$ cat config.mk
export PLATFORM = sky130hd
export DESIGN_NAME = ir_pulse_distance_transmitter
export DESIGN_NICKNAME = d
export VERILOG_FILES = /design/src/rtl/irpd_pkg.sv /design/src/rtl/irpd_ram.sv /design/src/rtl/irpd_ctrl.sv /design/src/rtl/irpd_dp.sv /design/src/rtl/ir_pulse_distance_transmitter.sv
export VERILOG_INCLUDE_DIRS = /design/src /design/src/rtl
export SDC_FILE = /design/constraint.sdc
export NUM_CORES = 1
export LEC_CHECK = 0
export BUFFER_PORTS_ARGS = -buffer_cell sky130_fd_sc_hd__buf_2
export CAP_MARGIN = 20
export CELL_PAD_IN_SITES_DETAIL_PLACEMENT = 0
export CELL_PAD_IN_SITES_GLOBAL_PLACEMENT = 1
export CORE_MARGIN = 2
export CORE_UTILIZATION = 40
export DETAILED_ROUTE_END_ITERATION = 16
export PLACE_DENSITY = 0.75
export SKIP_CTS_REPAIR_TIMING = 1
export SLEW_MARGIN = 25
export SYNTH_ARGS = -nofsm -noshare
export SYNTH_HDL_FRONTEND = slang
export SYNTH_HIERARCHICAL = 1
export SYNTH_SLANG_ARGS = --single-unit
$ cat constraint.sdc
create_clock -name clk_i -period 9.89 [get_ports clk_i]
set_input_delay 1.978 -clock clk_i [delete_from_list [all_inputs] [get_ports clk_i]]
set_output_delay 1.978 -clock clk_i [all_outputs]
set_load 0.02 [all_outputs]
$ cat src/rtl/ir_pulse_distance_transmitter_macros.svh
// ----------------------------------------------------------------------------
// IR pulse-distance transmitter assertion macros
// Concurrent assertion wrappers; empty when ASSERT_OFF is defined.
// ----------------------------------------------------------------------------
`ifndef IR_PULSE_DISTANCE_TRANSMITTER_MACROS_SVH
`define IR_PULSE_DISTANCE_TRANSMITTER_MACROS_SVH

`ifndef ASSERT_OFF
`define IRPD_ASSERT(lbl, clk, rstn, prop, msg) \
  lbl: assert property (@(posedge clk) disable iff (!rstn) prop) else $error(msg);
`define IRPD_ASSERT_NEVER(lbl, clk, rstn, cond, msg) \
  lbl: assert property (@(posedge clk) disable iff (!rstn) !(cond)) else $error(msg);
`else
`define IRPD_ASSERT(lbl, clk, rstn, prop, msg)
`define IRPD_ASSERT_NEVER(lbl, clk, rstn, cond, msg)
`endif

`endif

$ cat src/rtl/irpd_pkg.sv
// ----------------------------------------------------------------------------
// irpd_pkg
// Shared types, codes and reset values of the IR pulse-distance transmitter.
// ----------------------------------------------------------------------------
`default_nettype none

package irpd_pkg;

  localparam int unsigned FRAME_BYTES_DEF = 16;
  localparam int unsigned NUM_REGS        = 7;

  localparam logic [1:0] OP_BYTE_WRITE = 2'd0;
  localparam logic [1:0] OP_START      = 2'd1;
  localparam logic [1:0] OP_TICK       = 2'd2;

  localparam logic [1:0] STATUS_OK       = 2'd0;
  localparam logic [1:0] STATUS_BUSY     = 2'd1;
  localparam logic [1:0] STATUS_TOO_LONG = 2'd2;

  localparam logic [2:0] REG_LEAD_DELAY  = 3'd0;
  localparam logic [2:0] REG_START_MARK  = 3'd1;
  localparam logic [2:0] REG_START_SPACE = 3'd2;
  localparam logic [2:0] REG_BIT_MARK    = 3'd3;
  localparam logic [2:0] REG_ZERO_SPACE  = 3'd4;
  localparam logic [2:0] REG_ONE_SPACE   = 3'd5;
  localparam logic [2:0] REG_STOP_MARK   = 3'd6;

  localparam logic [7:0] CFG_RESET [NUM_REGS] = '{
    8'd100, 8'd5, 8'd5, 8'd2, 8'd1, 8'd2, 8'd5
  };

  typedef struct packed {
    logic [1:0] opcode;
    logic [3:0] byte_slot;
    logic [7:0] byte_value;
    logic [7:0] frame_length;
  } in_item_t;

  typedef struct packed {
    logic       carrier_on;
    logic       busy_res;
    logic [1:0] status;
    logic       frame_done;
  } out_item_t;

  typedef enum logic [3:0] {
    CNT_HOLD,
    CNT_DEC,
    CNT_LEAD,
    CNT_START_MARK,
    CNT_START_SPACE,
    CNT_BIT_MARK,
    CNT_ZERO_SPACE,
    CNT_ONE_SPACE,
    CNT_STOP_MARK
  } cnt_op_e;

  typedef struct packed {
    logic       res_valid;
    logic       wr_req;
    logic       arm;
    logic       bit_adv;
    logic       carrier_set;
    logic       carrier_clr;
    cnt_op_e    cnt_op;
    logic [1:0] status;
    logic       done;
    logic       busy;
  } ctrl_cmd_t;

  typedef struct packed {
    logic cnt_le1;
    logic bit_last;
    logic byte_last;
    logic cur_bit;
    logic len_zero;
    logic len_long;
  } dp_stat_t;

endpackage

`default_nettype wire

$ cat src/rtl/irpd_ram.sv
// ----------------------------------------------------------------------------
// irpd_ram
// Generic single-write, single-read RAM with registered read data.
// ----------------------------------------------------------------------------
`default_nettype none

module irpd_ram #(
  parameter int unsigned WIDTH = 8,
  parameter int unsigned DEPTH = 16,
  localparam int unsigned AW = (DEPTH > 1) ? $clog2(DEPTH) : 1
) (
  input  wire logic             clk_i,
  input  wire logic             we_i,
  input  wire logic [AW-1:0]    waddr_i,
  input  wire logic [WIDTH-1:0] wdata_i,
  input  wire logic [AW-1:0]    raddr_i,
  output logic      [WIDTH-1:0] rdata_o
);

  logic [WIDTH-1:0] mem_q [DEPTH];

  always_ff @(posedge clk_i) begin
    if (we_i) begin
      mem_q[waddr_i] <= wdata_i;
    end
    rdata_o <= mem_q[raddr_i];
  end

endmodule

`default_nettype wire

$ cat src/rtl/irpd_ctrl.sv
// ----------------------------------------------------------------------------
// irpd_ctrl
// Frame sequencer: decodes items and steps the symbol phases on timer expiry.
// ----------------------------------------------------------------------------
`default_nettype none
`include "ir_pulse_distance_transmitter_macros.svh"

module irpd_ctrl (
  input  wire logic                 clk_i,
  input  wire logic                 rst_ni,
  input  wire logic                 accept_i,
  input  wire logic [1:0]           opcode_i,
  input  wire irpd_pkg::dp_stat_t   stat_i,
  output irpd_pkg::ctrl_cmd_t       cmd_o
);

  typedef enum logic [2:0] {
    PH_IDLE,
    PH_START,
    PH_BIT,
    PH_STOP
  } phase_e;

  phase_e     phase_q, phase_d;
  logic [1:0] hs_q, hs_d;

  always_comb begin
    phase_d = phase_q;
    hs_d    = hs_q;
    cmd_o   = '{cnt_op: irpd_pkg::CNT_HOLD, status: irpd_pkg::STATUS_OK, default: 1'b0};

    if (accept_i) begin
      cmd_o.res_valid = 1'b1;
      unique case (opcode_i)
        irpd_pkg::OP_BYTE_WRITE: begin
          cmd_o.wr_req = (phase_q == PH_IDLE);
        end
        irpd_pkg::OP_START: begin
          if (phase_q != PH_IDLE) begin
            cmd_o.status = irpd_pkg::STATUS_BUSY;
          end else if (stat_i.len_long) begin
            cmd_o.status = irpd_pkg::STATUS_TOO_LONG;
          end else if (!stat_i.len_zero) begin
            cmd_o.arm    = 1'b1;
            cmd_o.cnt_op = irpd_pkg::CNT_LEAD;
            phase_d      = PH_START;
            hs_d         = 2'd0;
          end
        end
        irpd_pkg::OP_TICK: begin
          if (phase_q != PH_IDLE) begin
            if (!stat_i.cnt_le1) begin
              cmd_o.cnt_op = irpd_pkg::CNT_DEC;
            end else if (phase_q == PH_STOP) begin
              phase_d           = PH_IDLE;
              cmd_o.carrier_clr = 1'b1;
              cmd_o.done        = 1'b1;
            end else if (hs_q >= 2'd2) begin
              // symbol complete: next bit, or stop mark after the last one
              cmd_o.carrier_set = 1'b1;
              cmd_o.bit_adv     = (phase_q == PH_BIT);
              if (phase_q == PH_BIT && stat_i.bit_last && stat_i.byte_last) begin
                phase_d      = PH_STOP;
                hs_d         = 2'd0;
                cmd_o.cnt_op = irpd_pkg::CNT_STOP_MARK;
              end else begin
                phase_d      = PH_BIT;
                hs_d         = 2'd1;
                cmd_o.cnt_op = irpd_pkg::CNT_BIT_MARK;
              end
            end else if (hs_q == 2'd0) begin
              cmd_o.carrier_set = 1'b1;
              hs_d              = 2'd1;
              cmd_o.cnt_op      = (phase_q == PH_START) ? irpd_pkg::CNT_START_MARK
                                                         : irpd_pkg::CNT_BIT_MARK;
            end else begin
              cmd_o.carrier_clr = 1'b1;
              hs_d              = 2'd2;
              if (phase_q == PH_START) begin
                cmd_o.cnt_op = irpd_pkg::CNT_START_SPACE;
              end else if (stat_i.cur_bit) begin
                cmd_o.cnt_op = irpd_pkg::CNT_ONE_SPACE;
              end else begin
                cmd_o.cnt_op = irpd_pkg::CNT_ZERO_SPACE;
              end
            end
          end
        end
        default: ;
      endcase
    end

    cmd_o.busy = (phase_d != PH_IDLE);
  end

  always_ff @(posedge clk_i or negedge rst_ni) begin
    if (!rst_ni) begin
      phase_q <= PH_IDLE;
      hs_q    <= 2'd0;
    end else begin
      phase_q <= phase_d;
      hs_q    <= hs_d;
    end
  end

  `IRPD_ASSERT(a_done_from_stop, clk_i, rst_ni, cmd_o.done |-> phase_q == PH_STOP, "done outside stop")
  `IRPD_ASSERT(a_arm_loads_lead, clk_i, rst_ni, cmd_o.arm |-> phase_q == PH_IDLE && cmd_o.cnt_op == irpd_pkg::CNT_LEAD, "bad arm")
  `IRPD_ASSERT(a_stop_half_clear, clk_i, rst_ni, phase_q == PH_STOP |-> hs_q == 2'd0, "stop with half set")
  `IRPD_ASSERT_NEVER(a_half_range, clk_i, rst_ni, hs_q == 2'd3, "half symbol out of range")

endmodule

`default_nettype wire

$ cat src/rtl/irpd_dp.sv
// ----------------------------------------------------------------------------
// irpd_dp
// Datapath: config registers, frame buffer, tick timer, positions, result.
// ----------------------------------------------------------------------------
`default_nettype none
`include "ir_pulse_distance_transmitter_macros.svh"

module irpd_dp #(
  parameter int unsigned FRAME_BYTES = irpd_pkg::FRAME_BYTES_DEF
) (
  input  wire logic                 clk_i,
  input  wire logic                 rst_ni,
  input  wire logic                 cfg_we_i,
  input  wire logic [2:0]           cfg_index_i,
  input  wire logic [7:0]           cfg_wdata_i,
  input  wire irpd_pkg::in_item_t   item_i,
  input  wire irpd_pkg::ctrl_cmd_t  cmd_i,
  output irpd_pkg::dp_stat_t        stat_o,
  output irpd_pkg::out_item_t       result_o,
  output logic                      result_valid_o
);

  localparam int unsigned AW   = (FRAME_BYTES > 1) ? $clog2(FRAME_BYTES) : 1;
  localparam int unsigned FB_W = $clog2(FRAME_BYTES + 1);

  logic [7:0]      cfg_q [irpd_pkg::NUM_REGS];
  logic [7:0]      cnt_q, cnt_d;
  logic [2:0]      bit_pos_q, bit_pos_d;
  logic [FB_W-1:0] byte_pos_q, byte_pos_d;
  logic [FB_W-1:0] frame_bytes_q;
  logic            carrier_q, carrier_d;
  logic            ram_we;
  logic [7:0]      ram_rdata;
  irpd_pkg::out_item_t result_d;

  always_ff @(posedge clk_i or negedge rst_ni) begin
    if (!rst_ni) begin
      cfg_q <= irpd_pkg::CFG_RESET;
    end else if (cfg_we_i && int'(cfg_index_i) < irpd_pkg::NUM_REGS) begin
      cfg_q[cfg_index_i] <= cfg_wdata_i;
    end
  end

  assign ram_we = cmd_i.wr_req && (int'(item_i.byte_slot) < FRAME_BYTES);

  irpd_ram #(
    .WIDTH (8),
    .DEPTH (FRAME_BYTES)
  ) u_buf (
    .clk_i   (clk_i),
    .we_i    (ram_we),
    .waddr_i (AW'(item_i.byte_slot)),
    .wdata_i (item_i.byte_value),
    .raddr_i (byte_pos_d[AW-1:0]),
    .rdata_o (ram_rdata)
  );

  always_comb begin
    unique case (cmd_i.cnt_op)
      irpd_pkg::CNT_HOLD:        cnt_d = cnt_q;
      irpd_pkg::CNT_DEC:         cnt_d = cnt_q - 8'd1;
      irpd_pkg::CNT_LEAD:        cnt_d = cfg_q[irpd_pkg::REG_LEAD_DELAY];
      irpd_pkg::CNT_START_MARK:  cnt_d = cfg_q[irpd_pkg::REG_START_MARK];
      irpd_pkg::CNT_START_SPACE: cnt_d = cfg_q[irpd_pkg::REG_START_SPACE];
      irpd_pkg::CNT_BIT_MARK:    cnt_d = cfg_q[irpd_pkg::REG_BIT_MARK];
      irpd_pkg::CNT_ZERO_SPACE:  cnt_d = cfg_q[irpd_pkg::REG_ZERO_SPACE];
      irpd_pkg::CNT_ONE_SPACE:   cnt_d = cfg_q[irpd_pkg::REG_ONE_SPACE];
      irpd_pkg::CNT_STOP_MARK:   cnt_d = cfg_q[irpd_pkg::REG_STOP_MARK];
      default:                   cnt_d = cnt_q;
    endcase
  end

  always_comb begin
    bit_pos_d  = bit_pos_q;
    byte_pos_d = byte_pos_q;
    if (cmd_i.arm) begin
      bit_pos_d  = 3'd0;
      byte_pos_d = '0;
    end else if (cmd_i.bit_adv) begin
      bit_pos_d = bit_pos_q + 3'd1;
      if (bit_pos_q == 3'd7) begin
        byte_pos_d = byte_pos_q + FB_W'(1);
      end
    end
  end

  always_comb begin
    carrier_d = carrier_q;
    if (cmd_i.carrier_set) begin
      carrier_d = 1'b1;
    end else if (cmd_i.carrier_clr) begin
      carrier_d = 1'b0;
    end
  end

  always_comb begin
    stat_o.cnt_le1   = (cnt_q <= 8'd1);
    stat_o.bit_last  = (bit_pos_q == 3'd7);
    stat_o.byte_last = ((FB_W + 1)'(byte_pos_q) + (FB_W + 1)'(1))
                       >= (FB_W + 1)'(frame_bytes_q);
    stat_o.cur_bit   = ram_rdata[bit_pos_q];
    stat_o.len_zero  = (item_i.frame_length == 8'd0);
    stat_o.len_long  = (int'(item_i.frame_length) > FRAME_BYTES);
  end

  assign result_d = '{
    carrier_on: carrier_d,
    busy_res:   cmd_i.busy,
    status:     cmd_i.status,
    frame_done: cmd_i.done
  };

  always_ff @(posedge clk_i or negedge rst_ni) begin
    if (!rst_ni) begin
      cnt_q          <= 8'd0;
      bit_pos_q      <= 3'd0;
      byte_pos_q     <= '0;
      frame_bytes_q  <= '0;
      carrier_q      <= 1'b0;
      result_valid_o <= 1'b0;
    end else begin
      cnt_q          <= cnt_d;
      bit_pos_q      <= bit_pos_d;
      byte_pos_q     <= byte_pos_d;
      carrier_q      <= carrier_d;
      result_valid_o <= cmd_i.res_valid;
      if (cmd_i.arm) begin
        frame_bytes_q <= FB_W'(item_i.frame_length);
      end
    end
  end

  always_ff @(posedge clk_i) begin
    if (cmd_i.res_valid) begin
      result_o <= result_d;
    end
  end

  `IRPD_ASSERT(a_idle_dark, clk_i, rst_ni, result_valid_o && !result_o.busy_res |-> !result_o.carrier_on, "carrier on while idle")

endmodule

`default_nettype wire

$ cat src/rtl/ir_pulse_distance_transmitter.sv
// ----------------------------------------------------------------------------
// ir_pulse_distance_transmitter
// IR pulse-distance frame transmitter gating a carrier from a 16-byte buffer.
// ----------------------------------------------------------------------------
// Results: the result of an item is registered and is on result_o in the cycle after it is taken.
// Throughput: one item per cycle; busy stays low, every item is one state step.
// The frame buffer read is registered and prefetched as the bit position moves.
// Reset: async, active low; registers return to defaults, sequencer idle,
// carrier off. Frame buffer contents are undefined until written.
`default_nettype none

module ir_pulse_distance_transmitter #(
  parameter int unsigned FRAME_BYTES = irpd_pkg::FRAME_BYTES_DEF
) (
  input  wire logic                clk_i,
  input  wire logic                rst_ni,
  input  wire logic                start,
  output logic                     busy,
  input  wire irpd_pkg::in_item_t  item_i,
  output irpd_pkg::out_item_t      result_o,
  output logic                     result_valid_o,
  input  wire logic                cfg_we_i,
  input  wire logic [2:0]          cfg_index_i,
  input  wire logic [7:0]          cfg_wdata_i
);

  logic                accept;
  irpd_pkg::ctrl_cmd_t cmd;
  irpd_pkg::dp_stat_t  stat;

  assign busy   = 1'b0;
  assign accept = start && !busy;

  irpd_ctrl u_ctrl (
    .clk_i    (clk_i),
    .rst_ni   (rst_ni),
    .accept_i (accept),
    .opcode_i (item_i.opcode),
    .stat_i   (stat),
    .cmd_o    (cmd)
  );

  irpd_dp #(
    .FRAME_BYTES (FRAME_BYTES)
  ) u_dp (
    .clk_i          (clk_i),
    .rst_ni         (rst_ni),
    .cfg_we_i       (cfg_we_i),
    .cfg_index_i    (cfg_index_i),
    .cfg_wdata_i    (cfg_wdata_i),
    .item_i         (item_i),
    .cmd_i          (cmd),
    .stat_o         (stat),
    .result_o       (result_o),
    .result_valid_o (result_valid_o)
  );

endmodule

`default_nettype wire
==> flow_summary.yaml <==
routing:
  drtPass1Iterations: 5
  wl_per_cell_um: 20.2
  drt_iter0_markers: 420
  vias: 5812
  vias_per_cell: 5.52
  drcViolationCount: 0
  wl_um: 21200
  antenna_left: 0
setup_path:
  cp_slowest_cell: "nor2b_1"
  r2r-start: "u_dp/cnt_q[2]"
  critPathArrivalTime_ps: 5480
  cpPeakStageDelay_ps: 880
  critical_path_required_ps: 10350
  r2r_setup_slack_ps: 5320
  crit_type: "in2reg"
  crit_path_start_kind: "primary input"
  worst_r2r_endpoint: "u_dp/u_buf/rdata_o[0]"
  crit_chain: "buf_2 > inv_1 > ha_1 > nand3_1 > nor4_2 > nand2_1 > or3_1 > a21oi_1 > nor2b_1 > a22oi_1 > nand2_1"
  crit_fanout: 9
  crit_top_cell: "nand2_1"
  end_kind: "flip-flop"
  reg2reg_depth: 11
floorplan:
  dieArea_um2: 26300
  io_pins: 44
  core_um2: 24500
  die_w_um: 162
  initial_utilization_pct: 40.9
  rows: 57
  die_height_um: 162
logic_synthesis:
  yosys.area_share.simple_pct: 9.19
  postSynthCellCount: 667
  yosysWarnings: 6
  synthFlopType: "edfxtp_1"
  yosysTopAreaCell: "edfxtp_1"
  netlist-cell-type-count: 74
  synth_seq_cells: 225
  netlist.area_leader.share_pct: 39.9
  yosys.area_share.adder_pct: 1.75
  synth-compound-area-share_pct: 6.40
  synth_area_um2: 10000
  synth_edf_count: 133
  async_flop_share_pct: 37.3
  synth_top_family_by_area: "multiplexers"
  muxShareOfSynthArea_pct: 16.5
  syn_nets: 718
  ys_seq_area_share_pct: 62.6
  synth_xor_area_share_pct: 0.874
  yosys-top-cells-area: "edfxtp_1 40%, dfrtp_1 18%, mux2_2 6.7%"
  avgSynthCellArea_um2: 15.0
timing:
  finalSetupViolCount: 0
  worst_slew_pin_slew_ps: 1100
  finalSetupTns_ps: 0
  rsz0062_at_grt: "no"
  finalClockSkew_ps: 7.25
  slew_viol_final: 0
  finalWorstSetupSlack_ps: 4860
  hold_violations: 0
  fmax_mhz: 199
  fin_crit_sh_pct: 50.8
  fin_crit_ps: 5030
  relSlewSlack_pct: 26.6
finish:
  drive_above_1_share_pct: 30.0
  ff_latch_area_um2: 6270
  multi_input_area_um2: 3580
  mostFrequentLayoutCells: "133 x edfxtp_1, 72 x dfrtp_1, 60 x mux2_2"
  syn_to_final_growth_pct: 13.7
  final_nets: 762
  fillers: 2110
  final_area_um2: 11400
  final_common_cell: "edfxtp_1"
  antenna_cells: 0
global_routing:
  grt_pass1_wl_um: 33100
  overflow: 0
  grt_max_degree: 85
  antenna_found_initial: 0
  globalRouteTotalUtil_pct: 16.3
  grt_pass1_vias: 5788
power_and_ir_drop:
  power.total_uw: 2160
  cellLeakagePower_uw: 0.00412
  ir_worst_vdd_uv: 148
  p_per_area_nw_per_um2: 190
clock_network:
  clock_path_buffers: 3
  insertion_delay_ps: 520
  cts_made_buffers: 24
  cts_tree: "built"
  clockRootBuffer: "clkbuf_16"
  clkSinkCount: 225
  cts.reportedPaths.clkPinSlew_ps: 60
  cts.htree.levels: 1
outcome:
  status: "finished, final reports clean"
worst_hold_path:
  hold_path.class: "reg2reg"
  holdPathEnd: "u_dp/carrier_q"
  min_path_cells: 1
  holdCritStartpoint: "u_dp/carrier_q"
placement:
  dp_hpwl_um: 13100
  io_buffers: 42
  gp_congestion: 0.860
  place_area_um2: 10600
  pre_cts_ws_ps: 4010
run:
  max_cap_viol_count: 0
-- metrics by stage --
step                      util (%)  hold slack [ps]  instances
final                         46.6              499       1053
after global routing          46.6              521       1053
after CTS                     46.4              503       1053
after detailed placement      43.2              489       1009
after global placement        43.1              482       1009
after floorplan                  -              442        667
-- worst max-delay path by stage --
| stage | start | end | slack, ps | depth (start not counted) |
|---|---|---|---|---|
| 6_report | item_i[20] | u_dp/u_buf/rdata_o[0] | 4860 | 11 |
| 4_1_cts | item_i[20] | u_dp/u_buf/rdata_o[4] | 4540 | 11 |
| 3_5_place_dp | item_i[20] | u_dp/u_buf/rdata_o[7] | 4010 | 11 |
| 3_3_place_gp | item_i[20] | u_dp/u_buf/rdata_o[4] | 4130 | 11 |
| 2_1_floorplan | item_i[1] | u_dp/u_buf/rdata_o[1] | 5170 | 13 |
| 5_1_grt | item_i[20] | u_dp/u_buf/rdata_o[0] | 4470 | 11 |
-- Yosys cell counts (all sizes together) (3+ instances only) --
cell type,number
a22oi,19
a31oi,3
a21oi,23
clkdlybuf4s25,3
buf,22
clkbuf,7
dfxtp,8
xor2,5
nor3,19
dfstp,12
nand4b,4
dfrtp,72
nor2,35
a21o,4
nand3b,4
nand2b,10
edfxtp,133
o21ai,30
nor2b,8
mux4,36
inv,15
nand2,37
ha,14
nor3b,8
nor4,6
mux2,61
nand3,9
xnor2,5
or4,3
or3,4
mux2i,10
-- power breakdown --
part | total [µW] | switching [µW] | internal [µW]
combinational | 161 | 80.3 | 81.0
clock | 895 | 359 | 535
sequential | 1100 | 36.2 | 1070
total | 2160 | 476 | 1680
-- flip-flops by register name (all words and copies together) (netlist names) --
name,count
u_ctrl/hs_q,2
u_ctrl/phase_q,3
u_dp/bit_pos_q,3
u_dp/byte_pos_q,5
u_dp/carrier_q,1
u_dp/cfg_q,56
u_dp/cnt_q,8
u_dp/frame_bytes_q,5
u_dp/result_o,5
u_dp/result_valid_o,1
u_dp/u_buf/mem_q,128
u_dp/u_buf/rdata_o,8
-- layer usage --
metal	part of all wire, %	up-vias	GRT usage [%]	wire (µm)
li1	-	2653	-	-
met1	46	2984	23.6	9740
met4	1.8	0	3.62	390
met5	0	-	0	0
met2	47	149	26.4	9980
met3	5.4	26	2.48	1140
-- area by class of cell --
cell class	instances	area share (%)
sequential	225	55.1
multi-input combinational	395	31.4
clock buffer	30	5.92
tap	324	3.56
timing repair buffer	50	2.43
clock inverter	14	1.13
inverter	15	0.494
-- cell families (layout without fill, tap and decap cells) --
group | Yosys count | count (layout)
AO/OA/AOI/OAI | 100 | 100
XOR/XNOR | 10 | 10
adder cells (fa/ha/maj) | 14 | 14
buffers and inverters | 47 | 109
flip-flops | 225 | 225
multiplexers | 107 | 107
other | 1 | 1
AND/OR/NAND/NOR | 163 | 163
-- worst max-delay path: cells and delay by family --
kind / cells / cell delay [ps]
simple gates: 6 / 2500
compound gates: 2 / 500
fa+ha+maj: 1 / 320
buf+inv: 2 / 180
Power figures use the tool's default switching activity.
